File: src/rtl/paa_pkg.sv
// Shared types and constants of the paged arena allocator.
// Used by the channel interfaces, the controller, the datapath and the top level.
`default_nettype none

package paa_pkg;

  // Fixed widths of the word fields.
  localparam int MODE_W   = 2;
  localparam int SIZE_W   = 16;
  localparam int ALIGN_W  = 4;
  localparam int ADDR_W   = 20;
  localparam int STATUS_W = 2;
  localparam int USED_W   = 5;
  localparam int FIT_W    = SIZE_W + 1;

  // Reset value of the usable page size register.
  localparam logic [SIZE_W-1:0] PAGE_BYTES_RESET = 16'd4096;

  // Operation codes of an input word.
  typedef enum logic [MODE_W-1:0] {
    MODE_ALLOC      = 2'd0,
    MODE_REALLOC    = 2'd1,
    MODE_RESET_ALL  = 2'd2,
    MODE_RESET_MARK = 2'd3
  } mode_t;

  // Result status codes.
  typedef enum logic [STATUS_W-1:0] {
    ST_OK        = 2'd0,
    ST_TOO_LARGE = 2'd1,
    ST_NO_PAGES  = 2'd2,
    ST_NO_MARK   = 2'd3
  } status_t;

  // Commands from the controller to the datapath.
  typedef struct packed {
    logic load_item;
    logic walk_init;
    logic walk_next;
    logic align;
    logic check;
    logic place;
    logic open_page;
    logic fail_large;
    logic fail_full;
    logic inplace;
    logic clear_init;
    logic clear_step;
    logic mark;
    logic out_load;
  } cmd_t;

  // Status flags from the datapath to the controller.
  typedef struct packed {
    mode_t mode;
    logic  too_large;
    logic  inplace_ok;
    logic  walk_any;
    logic  pages_full;
    logic  fit;
    logic  more;
    logic  clear_more;
  } stat_t;

endpackage

`default_nettype wire

File: src/rtl/paa_if.sv
// Valid/ready channel interfaces for the request and result words.
// Depends on paa_pkg for the field widths.
`default_nettype none

interface paa_req_if;
  logic                           valid;
  logic                           ready;
  logic [paa_pkg::MODE_W-1:0]     mode;
  logic [paa_pkg::SIZE_W-1:0]     request_size;
  logic [paa_pkg::ALIGN_W-1:0]    align_log2;
  logic [paa_pkg::ADDR_W-1:0]     address;
  logic                           old_valid;
  logic [paa_pkg::SIZE_W-1:0]     old_size;

  modport source (
    output valid, mode, request_size, align_log2, address, old_valid, old_size,
    input  ready
  );
  modport sink (
    input  valid, mode, request_size, align_log2, address, old_valid, old_size,
    output ready
  );
endinterface

interface paa_rsp_if;
  logic                           valid;
  logic                           ready;
  logic [paa_pkg::STATUS_W-1:0]   status;
  logic [paa_pkg::ADDR_W-1:0]     block_address;
  logic                           copy_needed;
  logic [paa_pkg::SIZE_W-1:0]     copy_bytes;
  logic [paa_pkg::USED_W-1:0]     pages_used;

  modport source (
    output valid, status, block_address, copy_needed, copy_bytes, pages_used,
    input  ready
  );
  modport sink (
    input  valid, status, block_address, copy_needed, copy_bytes, pages_used,
    output ready
  );
endinterface

`default_nettype wire

File: src/rtl/paa_ram.sv
// Generic single-write, single-read RAM with a registered read port.
// No dependencies.
`default_nettype none

module paa_ram #(
  parameter int WIDTH = 16,
  parameter int DEPTH = 16
) (
  input  wire logic                                          clk,
  input  wire logic                                          we,
  input  wire logic [((DEPTH > 1) ? $clog2(DEPTH) : 1)-1:0]  waddr,
  input  wire logic [WIDTH-1:0]                              wdata,
  input  wire logic [((DEPTH > 1) ? $clog2(DEPTH) : 1)-1:0]  raddr,
  output logic      [WIDTH-1:0]                              rdata
);

  logic [WIDTH-1:0] mem_r [DEPTH];
  logic [WIDTH-1:0] rdata_r;

  // Write port and registered read port.
  always_ff @(posedge clk) begin
    if (we) begin
      mem_r[waddr] <= wdata;
    end
    rdata_r <= mem_r[raddr];
  end

  assign rdata = rdata_r;

endmodule

`default_nettype wire

File: src/rtl/paa_ctrl.sv
// Controller state machine of the paged arena allocator.
// Depends on paa_pkg for the command and status structs and the mode codes.
`default_nettype none

module paa_ctrl (
  input  wire logic           clk,
  input  wire logic           rst_n,
  input  wire logic           in_valid,
  output logic                in_ready,
  output logic                out_valid,
  input  wire logic           out_ready,
  input  wire paa_pkg::stat_t stat,
  output paa_pkg::cmd_t       cmd
);

  typedef enum logic [6:0] {
    S_IDLE   = 7'b0000001,
    S_DECIDE = 7'b0000010,
    S_FETCH  = 7'b0000100,
    S_ALIGN  = 7'b0001000,
    S_CHECK  = 7'b0010000,
    S_CLEAR  = 7'b0100000,
    S_FINISH = 7'b1000000
  } state_t;

  state_t state_r, state_nxt;
  logic   out_valid_r, out_valid_nxt;

  // Next state and commands.
  always_comb begin
    state_nxt = state_r;
    cmd       = '0;
    unique case (state_r)
      S_IDLE: begin
        if (in_valid) begin
          cmd.load_item = 1'b1;
          state_nxt     = S_DECIDE;
        end
      end
      S_DECIDE: begin
        unique case (stat.mode) inside
          paa_pkg::MODE_ALLOC, paa_pkg::MODE_REALLOC: begin
            if (stat.mode == paa_pkg::MODE_REALLOC && stat.inplace_ok) begin
              cmd.inplace = 1'b1;
              state_nxt   = S_FINISH;
            end else if (stat.too_large) begin
              cmd.fail_large = 1'b1;
              state_nxt      = S_FINISH;
            end else if (stat.walk_any) begin
              cmd.walk_init = 1'b1;
              state_nxt     = S_FETCH;
            end else if (stat.pages_full) begin
              cmd.fail_full = 1'b1;
              state_nxt     = S_FINISH;
            end else begin
              cmd.open_page = 1'b1;
              state_nxt     = S_FINISH;
            end
          end
          paa_pkg::MODE_RESET_ALL: begin
            cmd.clear_init = 1'b1;
            state_nxt      = S_CLEAR;
          end
          paa_pkg::MODE_RESET_MARK: begin
            cmd.mark  = 1'b1;
            state_nxt = S_FINISH;
          end
        endcase
      end
      S_FETCH: begin
        state_nxt = S_ALIGN;
      end
      S_ALIGN: begin
        cmd.align = 1'b1;
        state_nxt = S_CHECK;
      end
      S_CHECK: begin
        cmd.check = 1'b1;
        if (stat.fit) begin
          cmd.place = 1'b1;
          state_nxt = S_FINISH;
        end else if (stat.more) begin
          cmd.walk_next = 1'b1;
          state_nxt     = S_FETCH;
        end else if (stat.pages_full) begin
          cmd.fail_full = 1'b1;
          state_nxt     = S_FINISH;
        end else begin
          cmd.open_page = 1'b1;
          state_nxt     = S_FINISH;
        end
      end
      S_CLEAR: begin
        if (stat.clear_more) begin
          cmd.clear_step = 1'b1;
        end else begin
          state_nxt = S_FINISH;
        end
      end
      S_FINISH: begin
        if (!out_valid_r || out_ready) begin
          cmd.out_load = 1'b1;
          state_nxt    = S_IDLE;
        end
      end
      default: begin
        state_nxt = S_IDLE;
      end
    endcase
  end

  // The result register is full from its load until the word is taken.
  always_comb begin
    out_valid_nxt = out_valid_r;
    if (out_ready) begin
      out_valid_nxt = 1'b0;
    end
    if (cmd.out_load) begin
      out_valid_nxt = 1'b1;
    end
  end

  always_ff @(posedge clk) begin
    if (!rst_n) begin
      state_r     <= S_IDLE;
      out_valid_r <= 1'b0;
    end else begin
      state_r     <= state_nxt;
      out_valid_r <= out_valid_nxt;
    end
  end

  assign in_ready  = (state_r == S_IDLE);
  assign out_valid = out_valid_r;

  // A waiting result is never overwritten.
  a_no_overwrite: assert property (@(posedge clk) disable iff (!rst_n)
    cmd.out_load |-> (!out_valid_r || out_ready))
    else $error("result register overwritten while full");

  // An accepted word always goes straight to the decision step.
  a_accept_decide: assert property (@(posedge clk) disable iff (!rst_n)
    (in_valid && in_ready) |=> (state_r == S_DECIDE))
    else $error("accepted word did not reach the decision step");

  // A page check either walks on or ends the item.
  a_check_exit: assert property (@(posedge clk) disable iff (!rst_n)
    (state_r == S_CHECK) |=> (state_r == S_FETCH || state_r == S_FINISH))
    else $error("unexpected state after a page check");

endmodule

`default_nettype wire

File: src/rtl/paa_dp.sv
// Datapath of the paged arena allocator: item and result registers, page state,
// fit arithmetic and the page fill RAM. Depends on paa_pkg and paa_ram.
`default_nettype none

module paa_dp #(
  parameter int MAX_PAGES        = 16,
  parameter int PAGE_STRIDE_BITS = 16
) (
  input  wire logic                           clk,
  input  wire logic                           rst_n,
  input  wire paa_pkg::cmd_t                  cmd,
  output paa_pkg::stat_t                      stat,
  input  wire logic                           cfg_we,
  input  wire logic [paa_pkg::SIZE_W-1:0]     cfg_wdata,
  input  wire logic [paa_pkg::MODE_W-1:0]     in_mode,
  input  wire logic [paa_pkg::SIZE_W-1:0]     in_request_size,
  input  wire logic [paa_pkg::ALIGN_W-1:0]    in_align_log2,
  input  wire logic [paa_pkg::ADDR_W-1:0]     in_address,
  input  wire logic                           in_old_valid,
  input  wire logic [paa_pkg::SIZE_W-1:0]     in_old_size,
  output logic      [paa_pkg::STATUS_W-1:0]   out_status,
  output logic      [paa_pkg::ADDR_W-1:0]     out_block_address,
  output logic                                out_copy_needed,
  output logic      [paa_pkg::SIZE_W-1:0]     out_copy_bytes,
  output logic      [paa_pkg::USED_W-1:0]     out_pages_used
);

  localparam int PW = (MAX_PAGES > 1) ? $clog2(MAX_PAGES) : 1;
  localparam int OW = $clog2(MAX_PAGES + 1);
  localparam int MW = PW + PAGE_STRIDE_BITS + paa_pkg::ADDR_W;
  localparam int AW = paa_pkg::ADDR_W;
  localparam int SW = paa_pkg::SIZE_W;
  localparam int FW = paa_pkg::FIT_W;
  localparam logic [AW-1:0] OFF_MASK = AW'((64'd1 << PAGE_STRIDE_BITS) - 64'd1);

  // Held item fields.
  logic [paa_pkg::MODE_W-1:0]  mode_r;
  logic [SW-1:0]               req_r;
  logic [paa_pkg::ALIGN_W-1:0] align_r;
  logic [AW-1:0]               addr_r;
  logic                        old_valid_r;
  logic [SW-1:0]               old_size_r;

  // Allocator state.
  logic [SW-1:0]  page_bytes_r;
  logic [OW-1:0]  pages_open_r;
  logic [PW-1:0]  cur_r;
  logic [AW-1:0]  last_block_r;
  logic           lbv_r;
  logic [OW-1:0]  idx_r;
  logic [FW-1:0]  aligned_r;

  // Result being built and the output register.
  paa_pkg::status_t  res_status_r;
  logic [AW-1:0]     res_addr_r;
  logic              res_copy_r;
  logic [SW-1:0]     res_cbytes_r;
  paa_pkg::status_t  out_status_r;
  logic [AW-1:0]     out_addr_r;
  logic              out_copy_r;
  logic [SW-1:0]     out_cbytes_r;
  logic [paa_pkg::USED_W-1:0] out_pages_r;

  // Combinational values.
  logic            cur_lt_open;
  logic            pages_full;
  logic [AW-1:0]   off_full;
  logic [AW-1:0]   pg_full;
  logic            off_le_pb;
  logic [AW:0]     off_plus_req;
  logic            mark_ok;
  logic [FW-1:0]   amask;
  logic [FW-1:0]   aligned_nxt;
  logic [FW-1:0]   fill_fit;
  logic [OW-1:0]   idx_inc;
  logic [PW-1:0]   new_pg;
  logic [PW-1:0]   commit_pg;
  logic [SW-1:0]   commit_off;
  logic [AW-1:0]   commit_addr;
  logic [SW-1:0]   copy_min;
  logic            is_realloc;
  logic            ram_we;
  logic [PW-1:0]   ram_waddr;
  logic [SW-1:0]   ram_wdata;
  logic [SW-1:0]   ram_rdata;

  // Page index shifted into place plus the offset, kept to the address width.
  function automatic logic [AW-1:0] make_addr(input logic [PW-1:0] pg,
                                              input logic [SW-1:0] off);
    logic [MW-1:0] wide;
    wide = (MW'(pg) << PAGE_STRIDE_BITS) + MW'(off);
    return wide[AW-1:0];
  endfunction

  // Decisions on the held word and the page state.
  assign cur_lt_open  = OW'(cur_r) < pages_open_r;
  assign pages_full   = pages_open_r >= OW'(MAX_PAGES);
  assign off_full     = addr_r & OFF_MASK;
  assign pg_full      = addr_r >> PAGE_STRIDE_BITS;
  assign off_le_pb    = off_full <= AW'(page_bytes_r);
  assign off_plus_req = (AW + 1)'(off_full) + (AW + 1)'(req_r);
  assign mark_ok      = (pages_open_r != '0) && cur_lt_open &&
                        (pg_full <= AW'(cur_r)) && off_le_pb;
  assign is_realloc   = (paa_pkg::mode_t'(mode_r) == paa_pkg::MODE_REALLOC);

  // Alignment of a page fill and the fit test on the aligned offset.
  assign amask       = FW'((FW'(1) << align_r) - FW'(1));
  assign aligned_nxt = (FW'(ram_rdata) + amask) & ~amask;
  assign fill_fit    = aligned_r + FW'(req_r);

  assign idx_inc  = idx_r + OW'(1);
  assign new_pg   = pages_open_r[PW-1:0];
  assign copy_min = (old_size_r < req_r) ? old_size_r : req_r;

  // A successful allocation lands either in the walked page or a new one.
  assign commit_pg   = cmd.open_page ? new_pg : idx_r[PW-1:0];
  assign commit_off  = cmd.open_page ? '0 : aligned_r[SW-1:0];
  assign commit_addr = make_addr(commit_pg, commit_off);

  always_comb begin
    stat.mode       = paa_pkg::mode_t'(mode_r);
    stat.too_large  = req_r > page_bytes_r;
    stat.inplace_ok = old_valid_r && lbv_r && (addr_r == last_block_r) &&
                      cur_lt_open && off_le_pb &&
                      (off_plus_req <= (AW + 1)'(page_bytes_r));
    stat.walk_any   = cur_lt_open;
    stat.pages_full = pages_full;
    stat.fit        = (aligned_r <= FW'(page_bytes_r)) &&
                      ((FW + 1)'(aligned_r) + (FW + 1)'(req_r) <= (FW + 1)'(page_bytes_r));
    stat.more       = idx_inc < pages_open_r;
    stat.clear_more = idx_r < pages_open_r;
  end

  // Page fill write port selection.
  always_comb begin
    ram_we    = 1'b0;
    ram_waddr = cur_r;
    ram_wdata = '0;
    if (cmd.inplace) begin
      ram_we    = 1'b1;
      ram_waddr = cur_r;
      ram_wdata = off_plus_req[SW-1:0];
    end
    if (cmd.place) begin
      ram_we    = 1'b1;
      ram_waddr = idx_r[PW-1:0];
      ram_wdata = fill_fit[SW-1:0];
    end
    if (cmd.open_page) begin
      ram_we    = 1'b1;
      ram_waddr = new_pg;
      ram_wdata = req_r;
    end
    if (cmd.mark && mark_ok) begin
      ram_we    = 1'b1;
      ram_waddr = pg_full[PW-1:0];
      ram_wdata = off_full[SW-1:0];
    end
    if (cmd.clear_step) begin
      ram_we    = 1'b1;
      ram_waddr = idx_r[PW-1:0];
      ram_wdata = '0;
    end
  end

  paa_ram #(
    .WIDTH (SW),
    .DEPTH (MAX_PAGES)
  ) u_fill_ram (
    .clk   (clk),
    .we    (ram_we),
    .waddr (ram_waddr),
    .wdata (ram_wdata),
    .raddr (idx_r[PW-1:0]),
    .rdata (ram_rdata)
  );

  // Allocator control state and the page size register.
  always_ff @(posedge clk) begin
    if (!rst_n) begin
      page_bytes_r <= paa_pkg::PAGE_BYTES_RESET;
      pages_open_r <= '0;
      cur_r        <= '0;
      last_block_r <= '0;
      lbv_r        <= 1'b0;
      idx_r        <= '0;
    end else begin
      if (cfg_we) begin
        page_bytes_r <= cfg_wdata;
      end
      if (cmd.walk_init) begin
        idx_r <= OW'(cur_r);
      end
      if (cmd.walk_next || cmd.clear_step) begin
        idx_r <= idx_inc;
      end
      if (cmd.clear_init) begin
        idx_r <= '0;
        cur_r <= '0;
        lbv_r <= 1'b0;
      end
      if (cmd.check) begin
        cur_r <= idx_r[PW-1:0];
      end
      if (cmd.place || cmd.open_page) begin
        last_block_r <= commit_addr;
        lbv_r        <= 1'b1;
      end
      if (cmd.open_page) begin
        pages_open_r <= pages_open_r + OW'(1);
        cur_r        <= new_pg;
      end
      if (cmd.mark) begin
        lbv_r <= 1'b0;
        if (mark_ok) begin
          cur_r <= pg_full[PW-1:0];
        end
      end
    end
  end

  // Item, fit and result registers.
  always_ff @(posedge clk) begin
    if (cmd.load_item) begin
      mode_r       <= in_mode;
      req_r        <= in_request_size;
      align_r      <= in_align_log2;
      addr_r       <= in_address;
      old_valid_r  <= in_old_valid;
      old_size_r   <= in_old_size;
      res_status_r <= paa_pkg::ST_OK;
      res_addr_r   <= '0;
      res_copy_r   <= 1'b0;
      res_cbytes_r <= '0;
    end
    if (cmd.align) begin
      aligned_r <= aligned_nxt;
    end
    if (cmd.inplace) begin
      res_addr_r <= addr_r;
    end
    if (cmd.place || cmd.open_page) begin
      res_addr_r <= commit_addr;
      if (is_realloc && old_valid_r) begin
        res_copy_r   <= 1'b1;
        res_cbytes_r <= copy_min;
      end
    end
    if (cmd.fail_large) begin
      res_status_r <= paa_pkg::ST_TOO_LARGE;
    end
    if (cmd.fail_full) begin
      res_status_r <= paa_pkg::ST_NO_PAGES;
    end
    if (cmd.mark) begin
      if (mark_ok) begin
        res_addr_r <= addr_r;
      end else begin
        res_status_r <= paa_pkg::ST_NO_MARK;
      end
    end
    if (cmd.out_load) begin
      out_status_r <= res_status_r;
      out_addr_r   <= res_addr_r;
      out_copy_r   <= res_copy_r;
      out_cbytes_r <= res_cbytes_r;
      out_pages_r  <= paa_pkg::USED_W'(pages_open_r);
    end
  end

  assign out_status        = out_status_r;
  assign out_block_address = out_addr_r;
  assign out_copy_needed   = out_copy_r;
  assign out_copy_bytes    = out_cbytes_r;
  assign out_pages_used    = out_pages_r;

  // The slot count never passes the number of slots.
  a_open_bound: assert property (@(posedge clk) disable iff (!rst_n)
    pages_open_r <= OW'(MAX_PAGES))
    else $error("more pages open than slots");

  // The current page is always an open page once any page is open.
  a_cur_open: assert property (@(posedge clk) disable iff (!rst_n)
    (pages_open_r != '0) |-> cur_lt_open)
    else $error("current page beyond the open pages");

  // A new page is only opened while a slot is free.
  a_open_free: assert property (@(posedge clk) disable iff (!rst_n)
    cmd.open_page |-> !pages_full)
    else $error("page opened with all slots in use");

endmodule

`default_nettype wire

File: src/rtl/paged_arena_allocator.sv
// Top level of the paged arena allocator: controller, datapath and channel wiring.
// Depends on paa_pkg, paa_if, paa_ctrl and paa_dp.
//
//   Port     Direction  Handshake      Word
//   in_req   in         valid/ready    mode, request_size, align_log2, address,
//                                      old_valid, old_size
//   out_rsp  out        valid/ready    status, block_address, copy_needed,
//                                      copy_bytes, pages_used
//   cfg_*    in         write enable   page_bytes (16 bits)
//
// An item goes from acceptance through the decision step to the result load. An allocation
// adds a fill read, an alignment and a fit check for each page that it walks, and a full
// reset adds a pass that clears the fills of the open pages one per cycle.
// One item is in work at a time; the next one is accepted while the result still
// waits in the output register, and a result that is not taken holds the next one.
// Reset is synchronous and active low; the page fill RAM needs no clearing pass.
`default_nettype none

module paged_arena_allocator #(
  parameter int MAX_PAGES        = 16,
  parameter int PAGE_STRIDE_BITS = 16
) (
  input  wire logic                       clk,
  input  wire logic                       rst_n,
  paa_req_if.sink                         in_req,
  paa_rsp_if.source                       out_rsp,
  input  wire logic                       cfg_we,
  input  wire logic [paa_pkg::SIZE_W-1:0] cfg_wdata
);

  paa_pkg::cmd_t  cmd;
  paa_pkg::stat_t stat;

  // Sequencing of each item.
  paa_ctrl u_ctrl (
    .clk       (clk),
    .rst_n     (rst_n),
    .in_valid  (in_req.valid),
    .in_ready  (in_req.ready),
    .out_valid (out_rsp.valid),
    .out_ready (out_rsp.ready),
    .stat      (stat),
    .cmd       (cmd)
  );

  // Page state, arithmetic and result registers.
  paa_dp #(
    .MAX_PAGES        (MAX_PAGES),
    .PAGE_STRIDE_BITS (PAGE_STRIDE_BITS)
  ) u_dp (
    .clk               (clk),
    .rst_n             (rst_n),
    .cmd               (cmd),
    .stat              (stat),
    .cfg_we            (cfg_we),
    .cfg_wdata         (cfg_wdata),
    .in_mode           (in_req.mode),
    .in_request_size   (in_req.request_size),
    .in_align_log2     (in_req.align_log2),
    .in_address        (in_req.address),
    .in_old_valid      (in_req.old_valid),
    .in_old_size       (in_req.old_size),
    .out_status        (out_rsp.status),
    .out_block_address (out_rsp.block_address),
    .out_copy_needed   (out_rsp.copy_needed),
    .out_copy_bytes    (out_rsp.copy_bytes),
    .out_pages_used    (out_rsp.pages_used)
  );

endmodule

`default_nettype wire

File: src/flat_wrapper.sv
// flat-port wrapper written by rule: the top's interface ports become plain ports
module paged_arena_allocator_flat 
#(
  parameter int MAX_PAGES        = 16,
  parameter int PAGE_STRIDE_BITS = 16
)
  (clk, rst_n, cfg_we, cfg_wdata, in_req_valid, in_req_mode, in_req_request_size, in_req_align_log2, in_req_address, in_req_old_valid, in_req_old_size, in_req_ready, out_rsp_valid, out_rsp_status, out_rsp_block_address, out_rsp_copy_needed, out_rsp_copy_bytes, out_rsp_pages_used, out_rsp_ready);
  paa_req_if in_req_i ();
  paa_rsp_if out_rsp_i ();
  input  wire logic clk;
  input  wire logic rst_n;
  input  wire logic cfg_we;
  input  wire logic [paa_pkg::SIZE_W-1:0] cfg_wdata;
  input wire logic [$bits(in_req_i.valid)-1:0] in_req_valid;
  input wire logic [$bits(in_req_i.mode)-1:0] in_req_mode;
  input wire logic [$bits(in_req_i.request_size)-1:0] in_req_request_size;
  input wire logic [$bits(in_req_i.align_log2)-1:0] in_req_align_log2;
  input wire logic [$bits(in_req_i.address)-1:0] in_req_address;
  input wire logic [$bits(in_req_i.old_valid)-1:0] in_req_old_valid;
  input wire logic [$bits(in_req_i.old_size)-1:0] in_req_old_size;
  output wire logic [$bits(in_req_i.ready)-1:0] in_req_ready;
  output wire logic [$bits(out_rsp_i.valid)-1:0] out_rsp_valid;
  output wire logic [$bits(out_rsp_i.status)-1:0] out_rsp_status;
  output wire logic [$bits(out_rsp_i.block_address)-1:0] out_rsp_block_address;
  output wire logic [$bits(out_rsp_i.copy_needed)-1:0] out_rsp_copy_needed;
  output wire logic [$bits(out_rsp_i.copy_bytes)-1:0] out_rsp_copy_bytes;
  output wire logic [$bits(out_rsp_i.pages_used)-1:0] out_rsp_pages_used;
  input wire logic [$bits(out_rsp_i.ready)-1:0] out_rsp_ready;
  assign in_req_i.valid = in_req_valid;
  assign in_req_i.mode = in_req_mode;
  assign in_req_i.request_size = in_req_request_size;
  assign in_req_i.align_log2 = in_req_align_log2;
  assign in_req_i.address = in_req_address;
  assign in_req_i.old_valid = in_req_old_valid;
  assign in_req_i.old_size = in_req_old_size;
  assign in_req_ready = in_req_i.ready;
  assign out_rsp_valid = out_rsp_i.valid;
  assign out_rsp_status = out_rsp_i.status;
  assign out_rsp_block_address = out_rsp_i.block_address;
  assign out_rsp_copy_needed = out_rsp_i.copy_needed;
  assign out_rsp_copy_bytes = out_rsp_i.copy_bytes;
  assign out_rsp_pages_used = out_rsp_i.pages_used;
  assign out_rsp_i.ready = out_rsp_ready;
  paged_arena_allocator #(.MAX_PAGES(MAX_PAGES), .PAGE_STRIDE_BITS(PAGE_STRIDE_BITS)) u_core (.clk(clk), .rst_n(rst_n), .in_req(in_req_i), .out_rsp(out_rsp_i), .cfg_we(cfg_we), .cfg_wdata(cfg_wdata));
endmodule
File: config.mk
export PLATFORM = sky130hd
export DESIGN_NAME = paged_arena_allocator_flat
export DESIGN_NICKNAME = d
export VERILOG_FILES = /design/src/rtl/paa_pkg.sv /design/src/rtl/paa_if.sv /design/src/rtl/paa_ram.sv /design/src/rtl/paa_ctrl.sv /design/src/rtl/paa_dp.sv /design/src/rtl/paged_arena_allocator.sv /design/src/flat_wrapper.sv
export SDC_FILE = /design/constraint.sdc
export NUM_CORES = 1
export LEC_CHECK = 0
export CORE_MARGIN = 2
export CORE_UTILIZATION = 57
export DETAILED_ROUTE_END_ITERATION = 16
export DONT_BUFFER_PORTS = 1
export GPL_ROUTABILITY_DRIVEN = 1
export PLACE_DENSITY = 0.81
export SLEW_MARGIN = 20
export SYNTH_ARGS = -nofsm -noshare
export SYNTH_HDL_FRONTEND = slang
export SYNTH_SLANG_ARGS = --single-unit
File: constraint.sdc
create_clock -name clk -period 8.9 [get_ports clk]
set_input_delay 1.78 -clock clk [delete_from_list [all_inputs] [get_ports clk]]
set_output_delay 1.78 -clock clk [all_outputs]
set_load 0.01 [all_outputs]
==> flow_summary.ini, run 1 <==
[clock_network]
hold_buffers = 0
insertion_delay_ns = 0.62
cts.htree.levels = 2
cts_resized = 0
cts_tree = built
cts-root-buf = clkbuf_16
post_cts_buffers = 0
cts.path.max_buffers = 3
cts_made_buffers = 48
clkTransAtPathRegs_ns = 0.06
cts.sinks = 490

[setup_path]
endpoint_kind = register
crit_start = u_core.u_dp.req_r[2]
worstSetupPathType = register to register
worstRegToRegCells = 23
reg2reg_to = u_core.u_dp.u_fill_ram.mem_r[5][15]
start_kind = register
crit_fanout = 39
r2r_slack_ns = 2.28
required_ns = 9.20
endpoint = u_core.u_dp.u_fill_ram.mem_r[5][15]
arrival_ns = 6.92
r2r-start = u_core.u_dp.req_r[2]

[drt]
post_drt_via_cell_ratio = 6.70
wl_um = 69600
first_iter_violations = 2215
ant_nets = 0
wl_per_cell_um = 28.2
drc = 0
vias = 16500
first_pass_iters = 6

[yosys]
syn_area_mm2 = 0.0239
synthesis.nets = 2106
avgSynthCellArea_um2 = 12.9
synthXorXnorAreaFrac_pct = 2.09
syn_inst = 1862
yosysTopAreaCell = edfxtp_1
yosysUniqueCellTypes = 87
synth_top_family_by_area = compound AO/OA/AOI/OAI gates
synth_compound_area_share_pct = 11.6
synth_top_area_share_pct = 47.2
async_flop_share_pct = 0
ys_top_cells_by_area = edfxtp_1 47%, dfxtp_1 9.5%, ha_1 8.4%
synth-edff-count = 376
muxShareOfSynthArea_pct = 8.41
synthSimpleGateAreaFrac_pct = 10.1
ys_ff_latch = 490
synth_fa_ha_area_share_pct = 8.67
ys.flop_type = edfxtp_1
ys_seq_area_share_pct = 56.7
synth_common_cells = 376 x edfxtp_1, 161 x ha_1, 127 x nor2_1
synth_warnings = 0
yosysMostFrequentCell = edfxtp_1

[timing]
clock_skew_ns = 0.0412
setup_ws_ns = 2.28
timing.fmax_mhz = 151
final_hold_viol_count = 0
period_share_pct = 74.4
relSlewSlack_pct = 28.4
period_needed_ns = 6.62
rsz0062_at_grt = no
slew_viol_final = 0
tns_ns = 0
finalSetupViolations = 0
worstMarginPinSlew_ns = 1.06

[job]
cap_violations = 0

[floorplanning]
die-area_mm2 = 0.0436
initial_core_util_pct = 57.5
coreArea_mm2 = 0.0417
pin_count = 126
dieWidth_um = 209
rows = 75
dieHeight_um = 209

[power_and_ir_drop]
seqPwrFrac_pct = 48.3
cellLeakagePower_uw = 0.0100
comb_power_share_pct = 13.5
vdd_drop_max_mv = 0.215
p_total_uw = 5340
p_sw_uw = 1450
p_sw_share_pct = 27.2
internal_power_uw = 3890
power_density_mw_per_mm2 = 203
clock_power_share_pct = 38.2

[finish]
syn2layout_area_growth_pct = 9.65
fin_area_mm2 = 0.0262
fin_nets = 2130
fillers = 3015
drive_gt1_share_pct = 11.5
post-route-util_pct = 63.0

[placement]
io_buffer_count = 0
dpl.hpwl_um = 47700
globalplace.congestion = 0.956
preCtsSetupSlack_ns = 2.42
place_area_mm2 = 0.0247

[global_route]
grt_overflow_total = 0
grt_pass1_wl_um = 104000
grt_pass1_vias = 16300
grt_start_max_net_pins = 65
antenna_found_initial = 4
globalRouteTotalUtil_pct = 32.1

[min_path]
hold_class = register to register

[run_status]
status = finished clean
## logic make-up (layout without fill, tap and decap cells)
family                   after synthesis  after routing
flip-flops                           490            490
AND/OR/NAND/NOR                      481            481
AO/OA/AOI/OAI                        416            416
adder cells (fa/ha/maj)              164            164
buffers and inverters                152            214
multiplexers                         101            101
XOR/XNOR                              57             57
other                                  1              4
## critical path, cell delays in order (launching register included)
cell	delay [ns]
edfxtp_1	0.51
ha_1	0.31
a211oi_1	0.42
o21a_1	0.22
o32a_1	0.26
nand2b_1	0.08
a21oi_1	0.28
o21bai_1	0.10
a21oi_1	0.18
xnor2_1	0.17
ha_1	0.28
a211o_1	0.29
o211ai_1	0.09
a21oi_1	0.13
a2111oi_1	0.45
o21ai_0	0.41
nor3_2	0.19
buf_4	0.43
nor2_2	0.07
buf_4	0.27
nand4_1	0.16
nand4b_1	0.21
nor2_1	0.44
buf_4	0.34
## how the worst min path moves through the flow
stage	depth (start not counted)	startpoint	to	slack, ns
6_report	0	u_core.u_dp.res_addr_r[4]	u_core.u_dp.out_block_address[4]	0.42
5_1_grt	0	u_core.u_dp.res_addr_r[12]	u_core.u_dp.out_block_address[12]	0.44
4_1_cts	0	u_core.u_dp.res_addr_r[4]	u_core.u_dp.out_block_address[4]	0.43
3_5_place_dp	0	u_core.u_dp.res_addr_r[4]	u_core.u_dp.out_block_address[4]	0.41
3_3_place_gp	0	u_core.u_dp.res_addr_r[8]	u_core.u_dp.out_block_address[8]	0.41
2_1_floorplan	0	u_core.u_dp.res_addr_r[17]	u_core.u_dp.out_block_address[17]	0.40
## layout make-up
class                   instances  area, um^2  share of cell area (%)
well taps                     539         674                    2.57
repair buffers                 39         293                    1.12
multi-input cells            1220        9810                    37.4
clock inverters                31         327                    1.24
clock buffers                  57        1230                    4.70
flip-flops and latches        490       13600                    51.7
inverters                      87         327                    1.24
diodes                          3        7.51                  0.0286
## cell usage in the layout (no fill, tap or decap), types with 7 or more instances in the layout
cell,n
clkinv_1,11
nand4b_1,7
nor3_1,22
mux4_2,80
a21boi_0,28
nand2b_1,18
ha_1,161
buf_4,39
o21ai_0,68
a31oi_1,36
o21bai_1,7
a211oi_1,12
mux2i_1,20
nand4_1,23
and2_1,11
clkbuf_1,9
clkbuf_16,48
a211o_1,7
nor2b_1,37
o31ai_1,7
a22oi_1,11
and3_1,29
nor2_1,126
dfxtp_1,112
xor2_1,30
o22ai_1,7
inv_1,84
edfxtp_1,376
o211ai_1,29
clkinv_2,9
xnor2_1,27
a21o_1,27
nor4_1,12
a21oi_1,95
nand3_1,44
nand2_1,117
o21a_1,16
## power by group through the flow
stage               sequential, uW  combinational [uW]  clock (uW)
floorplan                     2580                 507           0
global placement              2620                 681           0
detailed placement            2620                 699           0
CTS                           2580                 706        2060
global route                  2580                 792        2130
finish                        2580                 722        2040
## metrics by stage
step / hold slack [ns] / instances
3_3_place_gp: 0.408 / 2374
3_5_place_dp: 0.409 / 2375
5_1_grt: 0.436 / 2465
4_1_cts: 0.425 / 2463
2_1_floorplan: 0.400 / 1862
6_report: 0.424 / 2466
## metal layers
layer / up-vias / share of wire [%] / global-route usage (%)
met5: - / 0.040 / 0
met4: 4 / 4.0 / 12.4
met3: 174 / 9.0 / 5.28
met2: 1010 / 48 / 52.7
met1: 8114 / 39 / 43.1
li1: 7227 / - / -
## state kept, by name, indices dropped and copies added, names as in the netlist, 17 cells and up
signal and cells:
u_core.u_dp.u_fill_ram.mem_r 256, u_core.u_dp.addr_r 20, u_core.u_dp.res_addr_r 20, u_core.u_dp.last_block_r 20, u_core.u_dp.aligned_r 17, u_core.u_dp.out_block_address 20
No activity file was read; power rests on OpenSTA's default activity.
==> run 2: changes to the inputs <==
==> constraint.sdc (replaced) <==
create_clock -name clk -period 6.2 [get_ports clk]
set_input_delay 1.24 -clock clk [delete_from_list [all_inputs] [get_ports clk]]
set_output_delay 1.24 -clock clk [all_outputs]
set_load 0.01 [all_outputs]
==> run 2 against run 1 <==
  * Fmax increased by 14%
  * Worst hold slack lost 0.0037 ns
  * Global-route usage down 0.21 points
  * First-iteration DRC count down 8.9%
  * Die area unchanged
  * Routed wire length fell by 0.81%
  * Worst setup slack got worse by 1.9 ns
  * Via count increased by 1.5%
  * Critical path depth is 1 lower
  * Clock power grew 50%
  * Combinational power is 51% higher
  * Register-to-register slack got worse by 1.9 ns
  * Highest routed layer is now met4
==> flow_summary.ini, run 2 (synthesis results as in run 1) <==
[finish]
syn2layout_area_growth_pct = 11.1
largest_reg_flops = 256
area.sequential_mm2 = 0.0136
final_common_cell = edfxtp_1
fillers = 2997
layout_common_cells = 376 x edfxtp_1, 161 x ha_1, 125 x nor2_1, 117 x nand2_1, 112 x dfxtp_1
largest_register = u_core.u_dp.u_fill_ram.mem_r
multiInputGateArea_mm2 = 0.00984
fin_nets = 2155
drive_gt1_share_pct = 13.1

[clock_network]
cts.sinks = 490
cts_made_buffers = 49
cts.htree.levels = 2
insertion_delay_ns = 0.62
clkTransAtPathRegs_ns = 0.06
cts_tree = built
cts.path.max_buffers = 3
cts-root-buf = clkbuf_16
hold_buffers = 0

[timing]
slew_viol_final = 0
worstMarginPinSlew_ns = 1.13
rsz0062_at_grt = no
period_share_pct = 94.1
final_hold_viol_count = 0
timing.fmax_mhz = 171
period_needed_ns = 5.83
setup_ws_ns = 0.369
relSlewSlack_pct = 23.5
finalSetupViolations = 0
tns_ns = 0
clock_skew_ns = 0.0430

[setup_path]
arrival_ns = 6.11
worstSetupPathType = register to register
required_ns = 6.48
endpoint_kind = register
crit_start = u_core.u_dp.req_r[0]
worstRegToRegCells = 22
r2r-start = u_core.u_dp.req_r[0]
reg2reg_to = u_core.u_dp.u_fill_ram.mem_r[0][3]
crit_fanout = 16
r2r_slack_ns = 0.37
start_kind = register

[drt]
first_pass_iters = 8
ant_nets = 0
drc = 0
vias = 16800
wl_um = 69000
first_iter_violations = 2018
post_drt_via_cell_ratio = 6.73
wl_per_cell_um = 27.7

[power_and_ir_drop]
cellLeakagePower_uw = 0.0102
seqPwrFrac_pct = 47.0
power_density_mw_per_mm2 = 295
vdd_drop_max_mv = 0.299
internal_power_uw = 5740
comb_power_share_pct = 13.9
clock_power_share_pct = 39.0
p_sw_uw = 2100
p_sw_share_pct = 26.8

[min_path]
min_path_cells = 0
min_to = u_core.u_dp.out_block_address[4]
hold_class = register to register
hp-start = u_core.u_dp.res_addr_r[4]

[run_status]
status = finished clean

[placement]
globalplace.congestion = 1.05
dpl.hpwl_um = 48200
io_buffer_count = 0
preCtsSetupSlack_ns = 0.254

[global_route]
antenna_found_initial = 1
grt_pass1_vias = 16500
globalRouteTotalUtil_pct = 31.9
grt_pass1_wl_um = 103000
grt_start_max_net_pins = 67
grt_overflow_total = 0

[floorplanning]
die-area_mm2 = 0.0436
dieHeight_um = 209
pin_count = 126
rows = 75
coreArea_mm2 = 0.0417
initial_core_util_pct = 57.5
dieWidth_um = 209

[job]
cap_violations = 0
==> run 2: cell types whose count changed in the layout (fill, tap and decap cells not counted), moves of 2 or more <==
cell	change
buf_4	+20
clkinv_1	-4
buf_12	+3
o21ai_0	-3
bufinv_16	+2
clkbuf_1	+2
clkbuf_8	+2
clkinv_4	+2
diode_2	-2
o21ai_1	+2
==> run 2: through the flow <==
step / power, uW / util (%) / cells / instance area, um^2 / hold WS, ns
floorplan: 4440 / - / 1862 / 23900 / 0.400
global placement: 4750 / 59.7 / 2398 / 24900 / 0.408
detailed placement: 4790 / 59.7 / 2398 / 24900 / 0.408
CTS: 7820 / 63.7 / 2490 / 26600 / 0.421
global route: 8090 / 63.8 / 2492 / 26600 / 0.423
finish: 7850 / 63.8 / 2492 / 26600 / 0.420
==> run 2: power groups by stage <==
stage,logic [uW],clock network (uW),registers (uW)
6_report,1090,3060,3690
5_1_grt,1190,3210,3690
4_1_cts,1040,3090,3690
3_5_place_dp,1030,0,3750
3_3_place_gp,1000,0,3750
2_1_floorplan,727,0,3710
==> run 2: layer usage <==
layer  up-vias  part of all wire [%]  track usage [%]
met4         0                   4.2             13.0
met5         -                     0                0
met3       209                    10             6.13
met2      1066                    47             51.7
met1      8224                    39             42.6
li1       7271                     -                -
==> run 2: area by class of cell <==
type / count / share of cell area [%]
well taps: 539 / 2.54
clock buffers: 62 / 4.87
diodes: 1 / 0.00941
flip-flops and latches: 490 / 51.0
repair buffers: 63 / 1.93
inverters: 87 / 1.23
multi-input cells: 1220 / 37.0
clock inverters: 30 / 1.41
==> run 2: critical path, stage by stage (launching register included) <==
cell and delay (ns):
edfxtp_1 0.51, ha_1 0.25, inv_1 0.06, fa_1 0.43, nor2b_1 0.22, o2111ai_1 0.15, and3_1 0.22, nor3_1 0.27
o31ai_1 0.12, nand2b_1 0.11, a21o_1 0.13, a21oi_1 0.09, xnor2_2 0.27, ha_1 0.33, a2111o_1 0.37, a21oi_1 0.18
and4_1 0.24, o211ai_1 0.21, nor4_1 0.32, o22ai_1 0.21, a21oi_1 0.25, nor3b_2 0.23, buf_4 0.30
==> run 2: worst max path at each step <==
stage | to | slack (ns) | depth (start not counted)
CTS | u_core.u_dp.u_fill_ram.mem_r[2][3] | 0.17 | 21
floorplan | u_core.u_dp.u_fill_ram.mem_r[0][0] | 0.48 | 20
detailed placement | u_core.u_dp.u_fill_ram.mem_r[2][11] | 0.25 | 21
global placement | u_core.u_dp.u_fill_ram.mem_r[3][5] | 0.41 | 21
global route | u_core.u_dp.u_fill_ram.mem_r[0][5] | 0.08 | 22
finish | u_core.u_dp.u_fill_ram.mem_r[0][3] | 0.37 | 22
==> run 2: what timing repair did <==
item                                    in CTS  in global routing
endpoints found under the hold margin        0                  0
setup buffers                                0                  1
endpoints found under the setup margin       0                410
resized for setup                            0                  9
